`config.mk`:
```
export PLATFORM = sky130hd
export DESIGN_NAME = zero_block_singularity_check
export DESIGN_NICKNAME = d
export VERILOG_FILES = /design/src/hw/rtl/zbsc_pkg.sv /design/src/hw/rtl/zbsc_front.sv /design/src/hw/rtl/zbsc_queue.sv /design/src/hw/rtl/zbsc_back.sv /design/src/hw/rtl/zero_block_singularity_check.sv
export SDC_FILE = /design/constraint.sdc
export NUM_CORES = 2
export LEC_CHECK = 0
export ABC_AREA = 1
export BUFFER_PORTS_ARGS = -buffer_cell sky130_fd_sc_hd__buf_2
export CORE_MARGIN = 8
export CORE_UTILIZATION = 50
export CTS_BUF_LIST = sky130_fd_sc_hd__clkbuf_8
export DETAILED_ROUTE_END_ITERATION = 10
export GPL_ROUTABILITY_DRIVEN = 1
export PLACE_DENSITY_LB_ADDON = 0.12
export SYNTH_ARGS = -nofsm -noshare
export SYNTH_HDL_FRONTEND = slang
export SYNTH_SLANG_ARGS = --single-unit
```
`constraint.sdc`:
```
create_clock -name i_clk -period 22.9 [get_ports i_clk]
set_clock_uncertainty 0.2 [all_clocks]
set_input_delay 1.145 -clock i_clk [delete_from_list [all_inputs] [get_ports i_clk]]
set_output_delay 1.145 -clock i_clk [all_outputs]
set_load 0.05 [all_outputs]
```
`src/hw/rtl/zbsc_pkg.sv`:
```
// Shared types and constants for the zero-block singularity check.
// Used by the front end, the row queue and the check engine; depends on nothing.
`timescale 1ns / 1ps

package zbsc_pkg;

    localparam int ROW_W       = 32;
    localparam int CFG_W       = 6;
    localparam int QUEUE_DEPTH = 2;

    typedef struct packed {
        logic [ROW_W-1:0] mask;
        logic             store;
        logic             last;
        logic [CFG_W-1:0] idx;
        logic [CFG_W-1:0] size;
        logic [CFG_W-1:0] loaded;
    } t_row_entry;

    typedef struct packed {
        logic full;
        logic empty;
    } t_q_status;

endpackage

```
`src/hw/rtl/zbsc_front.sv`:
```
// Front end: size register, item acceptance and row classification.
// Depends on zbsc_pkg; feeds entries into zbsc_queue.
`timescale 1ns / 1ps

module zbsc_front #(
    parameter int MAX_SIZE = 32
) (
    input  logic                          i_clk,
    input  logic                          i_rst_n,
    input  logic                          i_cfg_wr_en,
    input  logic [zbsc_pkg::CFG_W-1:0]    i_cfg_wr_data,
    input  logic                          i_start,
    input  logic [zbsc_pkg::ROW_W-1:0]    i_row_nonzero_mask,
    input  logic                          i_last_row,
    input  zbsc_pkg::t_q_status           i_q_status,
    output logic                          o_busy,
    output logic                          o_push,
    output zbsc_pkg::t_row_entry          o_entry
);
    import zbsc_pkg::*;

    localparam logic [CFG_W:0] MAX_N = (CFG_W + 1)'(MAX_SIZE);

    logic [CFG_W-1:0] r_size;
    logic [CFG_W-1:0] r_loaded;
    logic [CFG_W-1:0] n_loaded;
    logic [CFG_W-1:0] eff_size;
    logic             store;
    logic             accept;

    assign eff_size = ({1'b0, r_size} > MAX_N) ? MAX_N[CFG_W-1:0] : r_size;
    assign store    = r_loaded < eff_size;
    assign n_loaded = store ? r_loaded + 1'b1 : r_loaded;
    assign o_busy   = i_q_status.full;
    assign accept   = i_start && !o_busy;
    assign o_push   = accept;

    always_comb begin
        o_entry.mask   = i_row_nonzero_mask;
        o_entry.store  = store;
        o_entry.last   = i_last_row;
        o_entry.idx    = r_loaded;
        o_entry.size   = eff_size;
        o_entry.loaded = n_loaded;
    end

    always_ff @(posedge i_clk) begin
        if (!i_rst_n) begin
            r_size   <= '0;
            r_loaded <= '0;
        end else begin
            if (i_cfg_wr_en) begin
                r_size <= i_cfg_wr_data;
            end
            if (accept) begin
                r_loaded <= i_last_row ? '0 : n_loaded;
            end
        end
    end

endmodule

```
`src/hw/rtl/zbsc_queue.sv`:
```
// Two-entry queue of classified rows between the front end and the check engine.
// Depends on zbsc_pkg.
`timescale 1ns / 1ps

module zbsc_queue (
    input  logic                  i_clk,
    input  logic                  i_rst_n,
    input  logic                  i_push,
    input  zbsc_pkg::t_row_entry  i_entry,
    input  logic                  i_pop,
    output zbsc_pkg::t_row_entry  o_entry,
    output zbsc_pkg::t_q_status   o_status
);
    import zbsc_pkg::*;

    localparam int PTR_W = (QUEUE_DEPTH > 1) ? $clog2(QUEUE_DEPTH) : 1;
    localparam int CNT_W = $clog2(QUEUE_DEPTH + 1);

    t_row_entry       r_mem [QUEUE_DEPTH];
    logic [PTR_W-1:0] r_wr_ptr;
    logic [PTR_W-1:0] r_rd_ptr;
    logic [CNT_W-1:0] r_count;
    logic [CNT_W-1:0] n_count;

    assign o_entry        = r_mem[r_rd_ptr];
    assign o_status.full  = r_count == CNT_W'(QUEUE_DEPTH);
    assign o_status.empty = r_count == '0;

    always_comb begin
        case ({i_push, i_pop})
            2'b10:   n_count = r_count + 1'b1;
            2'b01:   n_count = r_count - 1'b1;
            default: n_count = r_count;
        endcase
    end

    always_ff @(posedge i_clk) begin
        if (i_push) begin
            r_mem[r_wr_ptr] <= i_entry;
        end
    end

    always_ff @(posedge i_clk) begin
        if (!i_rst_n) begin
            r_wr_ptr <= '0;
            r_rd_ptr <= '0;
            r_count  <= '0;
        end else begin
            if (i_push) begin
                r_wr_ptr <= r_wr_ptr + 1'b1;
            end
            if (i_pop) begin
                r_rd_ptr <= r_rd_ptr + 1'b1;
            end
            r_count <= n_count;
        end
    end

endmodule

```
`src/hw/rtl/zbsc_back.sv`:
```
// Check engine: row memory, zero counts, rank sort and ordered column scan.
// Depends on zbsc_pkg; drains entries from zbsc_queue and drives the result.
`timescale 1ns / 1ps

module zbsc_back #(
    parameter int MAX_SIZE = 32
) (
    input  logic                  i_clk,
    input  logic                  i_rst_n,
    input  zbsc_pkg::t_row_entry  i_entry,
    input  zbsc_pkg::t_q_status   i_q_status,
    output logic                  o_pop,
    output logic                  o_result_valid,
    output logic                  o_has_zero_block
);
    import zbsc_pkg::*;

    localparam int IW   = (MAX_SIZE > 1) ? $clog2(MAX_SIZE) : 1;
    localparam int NW   = $clog2(MAX_SIZE + 1);
    localparam int COLS = (MAX_SIZE > ROW_W) ? MAX_SIZE : ROW_W;
    localparam int PW   = $clog2(COLS + 1);

    typedef enum logic [3:0] {
        S_IDLE,
        S_ZC_RD,
        S_ZC_WR,
        S_RK_KEY,
        S_RK_KEYW,
        S_RK_SCAN,
        S_SC_ORD,
        S_SC_ROW,
        S_SC_EVAL
    } t_state;

    t_state            r_state;
    logic              r_valid;
    logic              r_result;
    logic [NW-1:0]     r_n;
    logic [COLS-1:0]   r_cm;
    logic [COLS-1:0]   r_seen;
    logic [NW-1:0]     r_i;
    logic [NW-1:0]     r_j;
    logic [NW-1:0]     r_pj;
    logic              r_pv;
    logic [NW-1:0]     r_key;
    logic [NW-1:0]     r_rank;
    logic [NW-1:0]     r_mc;
    logic [NW-1:0]     r_p;
    logic              r_any_full;

    logic [ROW_W-1:0]  r_row_mem [MAX_SIZE];
    logic [NW-1:0]     r_zc_mem  [MAX_SIZE];
    logic [IW-1:0]     r_ord_mem [MAX_SIZE];
    logic [ROW_W-1:0]  r_rd_row;
    logic [NW-1:0]     r_rd_zc;
    logic [IW-1:0]     r_rd_ord;

    logic              row_we;
    logic              row_re;
    logic [IW-1:0]     row_raddr;
    logic              zc_we;
    logic              zc_re;
    logic [IW-1:0]     zc_raddr;
    logic              ord_we;
    logic              ord_re;

    logic [COLS-1:0]   row_cols;
    logic [NW-1:0]     zc_row;
    logic              row_full;
    logic [NW-1:0]     open_zc;
    logic              scan_fail;
    logic              rank_inc;
    logic [NW-1:0]     rank_next;
    logic              rank_done;
    logic [NW:0]       rank_sum;
    logic [NW-1:0]     mc_cand;
    logic              mc_hit;
    logic [NW-1:0]     n_mc;

    function automatic logic [PW-1:0] popcount(input logic [COLS-1:0] v);
        logic [PW-1:0] c;
        c = '0;
        for (int k = 0; k < COLS; k++) begin
            c = c + PW'(v[k]);
        end
        return c;
    endfunction

    assign o_pop            = (r_state == S_IDLE) && !i_q_status.empty;
    assign o_result_valid   = r_valid;
    assign o_has_zero_block = r_result;

    assign row_cols  = COLS'(r_rd_row) & r_cm;
    assign zc_row    = r_n - NW'(popcount(row_cols));
    assign row_full  = zc_row == r_n;
    assign open_zc   = NW'(popcount(r_cm & ~r_seen & ~row_cols));
    assign scan_fail = ({1'b0, open_zc} + {1'b0, r_p}) > {1'b0, r_n};

    assign rank_inc  = r_pv && ((r_rd_zc > r_key) || ((r_rd_zc == r_key) && (r_pj < r_i)));
    assign rank_next = r_rank + NW'(rank_inc);
    assign rank_done = r_pv && (r_pj == r_n - 1'b1);
    assign rank_sum  = {1'b0, rank_next} + {1'b0, r_key};
    assign mc_cand   = rank_next + 1'b1;
    assign mc_hit    = (rank_next != '0) && (rank_sum >= {1'b0, r_n});
    assign n_mc      = (mc_hit && (mc_cand > r_mc)) ? mc_cand : r_mc;

    assign row_we    = o_pop && i_entry.store;
    assign row_re    = (r_state == S_ZC_RD) || (r_state == S_SC_ROW);
    assign row_raddr = (r_state == S_SC_ROW) ? r_rd_ord : r_i[IW-1:0];
    assign zc_we     = r_state == S_ZC_WR;
    assign zc_re     = (r_state == S_RK_KEY) || ((r_state == S_RK_SCAN) && (r_j < r_n));
    assign zc_raddr  = (r_state == S_RK_KEY) ? r_i[IW-1:0] : r_j[IW-1:0];
    assign ord_we    = (r_state == S_RK_SCAN) && rank_done;
    assign ord_re    = r_state == S_SC_ORD;

    always_ff @(posedge i_clk) begin
        if (row_we) begin
            r_row_mem[i_entry.idx[IW-1:0]] <= i_entry.mask;
        end
        if (row_re) begin
            r_rd_row <= r_row_mem[row_raddr];
        end
    end

    always_ff @(posedge i_clk) begin
        if (zc_we) begin
            r_zc_mem[r_i[IW-1:0]] <= zc_row;
        end
        if (zc_re) begin
            r_rd_zc <= r_zc_mem[zc_raddr];
        end
    end

    always_ff @(posedge i_clk) begin
        if (ord_we) begin
            r_ord_mem[rank_next[IW-1:0]] <= r_i[IW-1:0];
        end
        if (ord_re) begin
            r_rd_ord <= r_ord_mem[r_p[IW-1:0]];
        end
    end

    always_ff @(posedge i_clk) begin
        if (!i_rst_n) begin
            r_state <= S_IDLE;
            r_valid <= 1'b0;
            r_pv    <= 1'b0;
        end else begin
            r_valid <= 1'b0;
            case (r_state)
                S_IDLE: begin
                    if (o_pop && i_entry.last) begin
                        if (i_entry.size == '0) begin
                            r_valid  <= 1'b1;
                            r_result <= 1'b0;
                        end else if (i_entry.loaded < i_entry.size) begin
                            r_valid  <= 1'b1;
                            r_result <= 1'b1;
                        end else begin
                            r_n        <= NW'(i_entry.size);
                            r_cm       <= ~({COLS{1'b1}} << i_entry.size);
                            r_i        <= '0;
                            r_any_full <= 1'b0;
                            r_state    <= S_ZC_RD;
                        end
                    end
                end
                S_ZC_RD: begin
                    r_state <= S_ZC_WR;
                end
                S_ZC_WR: begin
                    if (r_i == r_n - 1'b1) begin
                        if (r_any_full || row_full) begin
                            r_valid  <= 1'b1;
                            r_result <= 1'b1;
                            r_state  <= S_IDLE;
                        end else begin
                            r_i     <= '0;
                            r_mc    <= '0;
                            r_state <= S_RK_KEY;
                        end
                    end else begin
                        r_any_full <= r_any_full || row_full;
                        r_i        <= r_i + 1'b1;
                        r_state    <= S_ZC_RD;
                    end
                end
                S_RK_KEY: begin
                    r_state <= S_RK_KEYW;
                end
                S_RK_KEYW: begin
                    r_key   <= r_rd_zc;
                    r_rank  <= '0;
                    r_j     <= '0;
                    r_pv    <= 1'b0;
                    r_state <= S_RK_SCAN;
                end
                S_RK_SCAN: begin
                    r_pv <= r_j < r_n;
                    r_pj <= r_j;
                    if (r_j < r_n) begin
                        r_j <= r_j + 1'b1;
                    end
                    if (r_pv) begin
                        r_rank <= rank_next;
                    end
                    if (rank_done) begin
                        r_mc <= n_mc;
                        if (r_i == r_n - 1'b1) begin
                            if (n_mc == '0) begin
                                r_valid  <= 1'b1;
                                r_result <= 1'b0;
                                r_state  <= S_IDLE;
                            end else begin
                                r_p     <= '0;
                                r_seen  <= '0;
                                r_state <= S_SC_ORD;
                            end
                        end else begin
                            r_i     <= r_i + 1'b1;
                            r_state <= S_RK_KEY;
                        end
                    end
                end
                S_SC_ORD: begin
                    r_state <= S_SC_ROW;
                end
                S_SC_ROW: begin
                    r_state <= S_SC_EVAL;
                end
                S_SC_EVAL: begin
                    r_seen <= r_seen | row_cols;
                    if (scan_fail) begin
                        r_valid  <= 1'b1;
                        r_result <= 1'b1;
                        r_state  <= S_IDLE;
                    end else if (r_p == r_mc - 1'b1) begin
                        r_valid  <= 1'b1;
                        r_result <= 1'b0;
                        r_state  <= S_IDLE;
                    end else begin
                        r_p     <= r_p + 1'b1;
                        r_state <= S_SC_ORD;
                    end
                end
                default: begin
                    r_state <= S_IDLE;
                end
            endcase
        end
    end

    a_rank_compare_in_range: assert property (@(posedge i_clk) disable iff (!i_rst_n)
        (r_state == S_RK_SCAN && r_pv) |-> (r_pj < r_n))
        else $error("Rank compare uses a row beyond the matrix size.");

    a_rank_write_in_range: assert property (@(posedge i_clk) disable iff (!i_rst_n)
        ord_we |-> (rank_next < r_n))
        else $error("Sorted position falls outside the matrix.");

    a_key_row_in_range: assert property (@(posedge i_clk) disable iff (!i_rst_n)
        (r_state == S_RK_KEY) |-> (r_i < r_n))
        else $error("Ranking started on a row beyond the matrix size.");

    a_scan_bounds: assert property (@(posedge i_clk) disable iff (!i_rst_n)
        (r_state == S_SC_ORD) |-> (r_p < r_mc && r_mc <= r_n))
        else $error("Column scan runs past the rows it has to check.");

endmodule

```
`src/hw/rtl/zero_block_singularity_check.sv`:
```
// Top level of the zero-block singularity check: front end, row queue, check engine.
// Depends on zbsc_pkg, zbsc_front, zbsc_queue and zbsc_back.
//
// Channel   Handshake                    Payload
// input     start, busy                  i_row_nonzero_mask, i_last_row
// config    i_cfg_wr_en                  i_cfg_wr_data (matrix size)
// result    o_result_valid (one cycle)   o_has_zero_block
//
// Rows are taken one per cycle while busy is low, and rows up to the matrix size are stored;
// a two-entry queue sits in front of the engine. On the last row the engine runs the check, whose
// length is set by the single read port of the zero-count memory during ranking.
// Reset is synchronous and active low; the row memories are not cleared.
// busy is high while the queue is full, which can happen when rows arrive while a check is running.
// The receiver cannot stall: each result is shown for exactly one cycle.
`timescale 1ns / 1ps

module zero_block_singularity_check #(
    parameter int MAX_SIZE = 32
) (
    input  logic                          i_clk,
    input  logic                          i_rst_n,
    input  logic                          i_cfg_wr_en,
    input  logic [zbsc_pkg::CFG_W-1:0]    i_cfg_wr_data,
    input  logic                          start,
    output logic                          busy,
    input  logic [zbsc_pkg::ROW_W-1:0]    i_row_nonzero_mask,
    input  logic                          i_last_row,
    output logic                          o_result_valid,
    output logic                          o_has_zero_block
);
    import zbsc_pkg::*;

    t_row_entry push_entry;
    t_row_entry head_entry;
    t_q_status  q_status;
    logic       push;
    logic       pop;

    zbsc_front #(
        .MAX_SIZE(MAX_SIZE)
    ) u_front (
        .i_clk              (i_clk),
        .i_rst_n            (i_rst_n),
        .i_cfg_wr_en        (i_cfg_wr_en),
        .i_cfg_wr_data      (i_cfg_wr_data),
        .i_start            (start),
        .i_row_nonzero_mask (i_row_nonzero_mask),
        .i_last_row         (i_last_row),
        .i_q_status         (q_status),
        .o_busy             (busy),
        .o_push             (push),
        .o_entry            (push_entry)
    );

    zbsc_queue u_queue (
        .i_clk    (i_clk),
        .i_rst_n  (i_rst_n),
        .i_push   (push),
        .i_entry  (push_entry),
        .i_pop    (pop),
        .o_entry  (head_entry),
        .o_status (q_status)
    );

    zbsc_back #(
        .MAX_SIZE(MAX_SIZE)
    ) u_back (
        .i_clk            (i_clk),
        .i_rst_n          (i_rst_n),
        .i_entry          (head_entry),
        .i_q_status       (q_status),
        .o_pop            (pop),
        .o_result_valid   (o_result_valid),
        .o_has_zero_block (o_has_zero_block)
    );

endmodule

```
### Yosys cells after proc, flatten, opt, wreduce, memory -nomap -nowiden

Memories as Yosys holds them, arrays and structs flattened. A register that Yosys moved wholly into a read port is not among the register bits.
Cells that the tools add are included.

* memory bits (writable): 1480
* bits in latches: 0
* input bits: 43
* logic and storage cells: 277
* output and inout port bits: 3
* memories: 4
* bits in registers: 136
* memory bits (read-only): 0

Memories
* u_back.r_row_mem: words 32, width 32, rd ports 1, clocked after memory_dff 1, write ports 1, RTL line zbsc_back.sv:51 `logic [ROW_W-1:0] r_row_mem [MAX_SIZE];`
* u_back.r_zc_mem: words 32, width 6, rd ports 1, clocked after memory_dff 1, write ports 1, RTL line zbsc_back.sv:52 `logic [NW-1:0] r_zc_mem [MAX_SIZE];`
* u_back.r_ord_mem: words 32, width 5, rd ports 1, clocked after memory_dff 1, write ports 1, RTL line zbsc_back.sv:53 `logic [IW-1:0] r_ord_mem [MAX_SIZE];`
* u_queue.r_mem: words 2, width 52, rd ports 1, clocked after memory_dff 1, write ports 1, RTL line zbsc_queue.sv:19 `t_row_entry r_mem [QUEUE_DEPTH];`

* bitwise logic cells: 9
* $add $sub $neg: 77
* $mul: 0
* reduce and logical (&&, ||, !) cells: 41
* shift operators: 1
* multiplexer cells: 81
* div/mod/pow operators: 0
* order comparisons: 9
* eq/ne operators: 35

Operator list (count)
* $add 6x1->6: 61
* $mux 6: 20
* $and 32x32->32: 3
* $mux 32: 3
* $not 32->32: 3
* $pmux 32 s2: 1
* $pmux 6 s2: 4
* $pmux 4 s9: 1
* $mux 1: 34
* $or 32x32->32: 1
* $shl 32x6->32 const A: 1
* $add 6x1->6 const B: 5
* $eq 6x6->1: 5
* $ne 2x2->1 const B: 14
* $lt 6x6->1: 4
* $mux 4: 5
* $pmux 6 s3: 1
* $eq 4x3->1 const B: 4
* $reduce_and 5->1: 3
* $add 6x6->7: 2
* $gt 6x6->1: 2
* $logic_not 6->1: 2
* $sub 6x1->6 const B: 2
* $logic_and 1x1->1: 11
* 38 further kinds: 61

### Depth between registers and ports, before layout

* depth after elaboration: 38
* depth in mapped cells: 37
* mapped depth without buffers: 37

### Modules after synthesis

A second synthesis with hierarchy kept.

* cell total of the unflattened synthesis: 5370
* area, all modules: 70327.4 µm²

By module, submodules not included
* zbsc_back: seq. area each 46124.2 µm², area each 64984.8 µm², cells each 5016, instances 1
* zbsc_queue: seq. area each 3223.1 µm², area each 4234.1 µm², cells each 197, instances 1
* zbsc_front: seq. area each 240.2 µm², area each 1108.6 µm², cells each 157, instances 1

### Worst setup path after synthesis

OpenSTA, ideal clock, no wires.

* kind: flip-flop to flip-flop
* start point: reg u_back.r_rd_row[30], read port of u_back.r_row_mem
* end point: reg u_back.r_i[0], enable pin
* library setup time: 379 ps
* buffers on the path: 0
* path slack: 14931 ps
* arrival time: 7390 ps
* stages on the path, launching flop included: 29
* clock period less this slack: 7969 ps
* data required time: 22321 ps
* cells stage by stage: edfxtp_1 -> nand2_1 -> inv_1 -> fa_1 -> inv_1 -> fa_1 -> inv_1 -> fa_1 -> inv_1 -> fa_1 -> inv_1 -> fa_1 -> xor2_1 -> inv_1 -> ha_1 -> xnor2_1 -> fa_1 -> fa_1 -> fa_1 -> inv_1 -> nand2_1 -> nand2_1 -> a21oi_1 -> xnor2_1 -> xor2_1 -> nor2_1 -> nand3_1 -> nand2_1 -> a211oi_1

* longest elaborated chain between the ends: 8

Ends and longest elaborated chain
* start: declaration: RTL line zbsc_back.sv:54 `logic [ROW_W-1:0] r_rd_row;`
* $and 32x32->32: RTL line zbsc_back.sv:93 `assign row_cols = COLS'(r_rd_row) & r_cm;`
* $add 6x1->6 (2 in series): RTL line zbsc_back.sv:84 `c = c + PW'(v[k]);`
* $sub 6x6->6: RTL line zbsc_back.sv:94 `assign zc_row = r_n - NW'(popcount(row_cols));`
* named net u_back.zc_row[4]: RTL line zbsc_back.sv:68 `logic [NW-1:0] zc_row;`
* $eq 6x6->1: RTL line zbsc_back.sv:95 `assign row_full = zc_row == r_n;`
* $logic_or 1x1->1: RTL line zbsc_back.sv:173 `if (r_any_full || row_full) begin`
* $ne 3x3->1 (no line)
* $reduce_and 8->1 (no line)
* end signal: assignment: RTL line zbsc_back.sv:184 `r_i <= r_i + 1'b1;`
* end signal: assignment: RTL line zbsc_back.sv:220 `r_i <= r_i + 1'b1;`
* end: declaration: RTL line zbsc_back.sv:41 `logic [NW-1:0] r_i;`

The timed path passes the listed nets, and every way through them passes these cells.
A chain may end at the register's enable or synchronous reset.

### Worst setup path in the final report

Same ends and word-level chain as after synthesis.

==> flow_metrics.py <==
metrics = {
    "cts": {
        "cts_resized": 0,
        "clkLatencyLatePin_ns": 0.98,
        "clock-sinks": 1657,
        "cts_hold_buf": 0,
        "cts_tree": "yes",
        "cts_setup_buffers": 0,
        "path_clk_slew_ns": 0.06,
        "cts_max_level": 5,
        "cts_root_buffer": "clkbuf_8",
        "cts-buffers-inserted": 289,
        "clockBufferDepth": 4,
    },
    "worst_setup_path": {
        "timing.rr.start": "u_back.r_rd_row[30]$_DFFE_PP_",
        "critical_path_class": "flip-flop to flip-flop",
        "cp_common_cell": "fa_1",
        "start_kind": "flip-flop",
        "cp_max_fo": 33,
        "required_ns": 23.26,
        "rrSetupSlack_ns": 14.79,
        "arrival_ns": 8.46,
        "cpPeakStageDelay_ns": 0.79,
        "critPathSlowestCell": "a211oi_1",
        "startpoint": "u_back.r_rd_row[30]$_DFFE_PP_",
        "end_kind": "flip-flop",
    },
    "layout": {
        "area_growth_pct": 10.3,
        "fin_cells": 7623,
        "final_common_cell": "edfxtp_1",
        "final_cell_mix": "edfxtp_1, nor2_1, o21ai_0",
        "fill_cells": 11500,
        "layout.nets": 5775,
        "fin_area_sq_um": 76900,
        "drive_above_1_share": 0.0973,
        "utilization": 0.553,
    },
    "synth": {
        "syn_area_sq_um": 69700,
        "synth_edf_count": 1634,
        "syn_area_per_cell_sq_um": 12.8,
        "synthesis.nets": 5658,
        "yosys.area.top_type_share": 0.704,
        "syn_inst": 5438,
        "async_reset_ff_frac": 0,
        "yosysSeqAreaShare": 0.710,
        "yosysWarnings": 0,
        "synthDistinctLibCells": 53,
        "synth_ff_type": "edfxtp_1",
        "yosys_register_bits": 1657,
        "synthTopCellsByArea": "edfxtp_1, nor2_1, o21ai_0, o221ai_1, nand2_1",
        "yosys.area.top_type": "edfxtp_1",
    },
    "sta": {
        "fin_setup_tns_ns": 0,
        "finalHoldViolCount": 0,
        "setup_ws_ns": 14.79,
        "max_freq_mhz": 123,
        "hold_slack_ns": 0.154,
        "rsz0062_at_grt": "false",
        "finalSetupViolations": 0,
        "worstMarginPinSlew_ns": 1.15,
        "final-max-slew-violation-count": 0,
        "finalCritPeriodShare": 0.354,
        "fin_crit_ns": 8.11,
        "slew_headroom": 0.229,
    },
    "place": {
        "dp_slack_ns": 14.75,
        "numPortBuffers": 45,
        "dp.cells": 7140,
        "place_area_sq_um": 71900,
        "hpwl_microns": 103000,
        "gp_congestion": 0.836,
    },
    "drt": {
        "num_vias": 44900,
        "ant_nets": 0,
        "avgViaCountPerCell": 5.89,
        "drc": 0,
        "first_iter_violations": 4090,
        "routed_wirelength_microns": 191000,
        "wl_per_cell_microns": 25.1,
        "drtPass1Iterations": 5,
    },
    "power": {
        "p_leak_nw": 26.3,
        "power_mw": 13.6,
        "powerDensity_nw_per_um2": 177,
        "ir_worst_vdd_v": 0.00171,
    },
    "grt": {
        "use_met2": 0.413,
        "top_usage_layer": "met2",
        "grt.overflow.total": 0,
        "grt_max_degree": 267,
        "grt_pass1_vias": 43200,
        "antenna_found_initial": 5,
        "grt_use_met1": 0.329,
        "grt_pass1_wl_microns": 281000,
        "grtUsageMet3": 0.0369,
        "track_usage": 0.245,
    },
    "die": {
        "start_util": 0.502,
        "die_area_sq_um": 152000,
        "fp-row-count": 137,
        "die_w_microns": 389,
        "io-pin-count": 46,
        "core_area_sq_um": 139000,
        "die_h_microns": 389,
    },
    "run": {
        "max-cap-violations": 0,
    },
    "worst_hold_path": {
        "hold_path.class": "primary input to flip-flop",
        "hold_start": "i_row_nonzero_mask[24]",
    },
    "run_status": {
        "status": "finished, final reports clean",
    },
}
## kinds of logic after synthesis
kind of cell               Yosys count  synth area share
and+or+nand+nor                   1642            0.0947
DFF                               1657             0.710
AOI/OAI and AO/OA                 1331             0.113
buffers and inverters              574            0.0352
xor gates and xnor gates            57           0.00727
adders and majority gates          177            0.0391
## cell type report
type                    count  area [sq um]  area share
flip-flops and latches   1657         49500       0.644
multi-input cells        3207         18100       0.235
clock buffers             303          4170      0.0542
well taps                1876          2350      0.0305
inverters                 267          1030      0.0135
repair buffers            133           936      0.0122
clock inverters           177           818      0.0106
diodes                      3          7.51   0.0000976
## cells in the mapped netlist, drive strengths merged, types with 2 or more instances
cell / number
edfxtp: 1634
nor2: 1016
o21ai: 803
nand2: 412
inv: 262
o221ai: 227
clkbuf: 166
nand3: 149
buf: 141
o22ai: 120
ha: 109
a21oi: 78
fa: 68
o211ai: 49
a31oi: 39
xor2: 33
xnor2: 24
dfxtp: 23
nor3b: 16
nor3: 15
nand4: 14
or2: 14
clkinv: 5
o21a: 5
a211oi: 3
nand3b: 3
a21boi: 2
o2111ai: 2
## per-layer routing
metal,share of wire,up-vias
met5,0.00014,-
met1,0.41,22500
met3,0.064,423
li1,-,20200
met4,0.030,4
met2,0.49,1737
## worst max-delay path: cells and delay by family, from the launching register on
| kind | cells | cell delay (ns) |
|---|---|---|
| buf+inv | 6 | 0.37 |
| fa+ha+maj | 9 | 4.15 |
| flops | 1 | 0.39 |
| compound gates | 2 | 0.85 |
| simple gates | 10 | 1.77 |
## flip-flops by register name, summed over array words and instances (netlist names), 32 cells and up, named ones only
signal / flops
u_back.r_cm: 32
u_back.r_ord_mem: 160
u_back.r_rd_row: 32
u_back.r_row_mem: 1024
u_back.r_seen: 32
u_back.r_zc_mem: 192
u_queue.r_mem: 102
## path summary, 6_finish.rpt
| check | to | cells after the start |
|---|---|---|
| worst max-delay path | u_back.r_i[0]$_DFFE_PP_ | 27 |
| worst min-delay path | u_queue.r_mem[1][44]$_DFFE_PP_ | 1 |
| worst max register to register | u_back.r_i[0]$_DFFE_PP_ | 27 |
| worst min register to register | u_back.r_key[0]$_DFFE_PP_ | 0 |
## report_power, final
group | switching, mW | internal (mW)
Combinational | 3.96 | 1.51
Clock | 1.16 | 1.26
Sequential | 0.0319 | 5.70
Power figures use the tool's default switching activity.
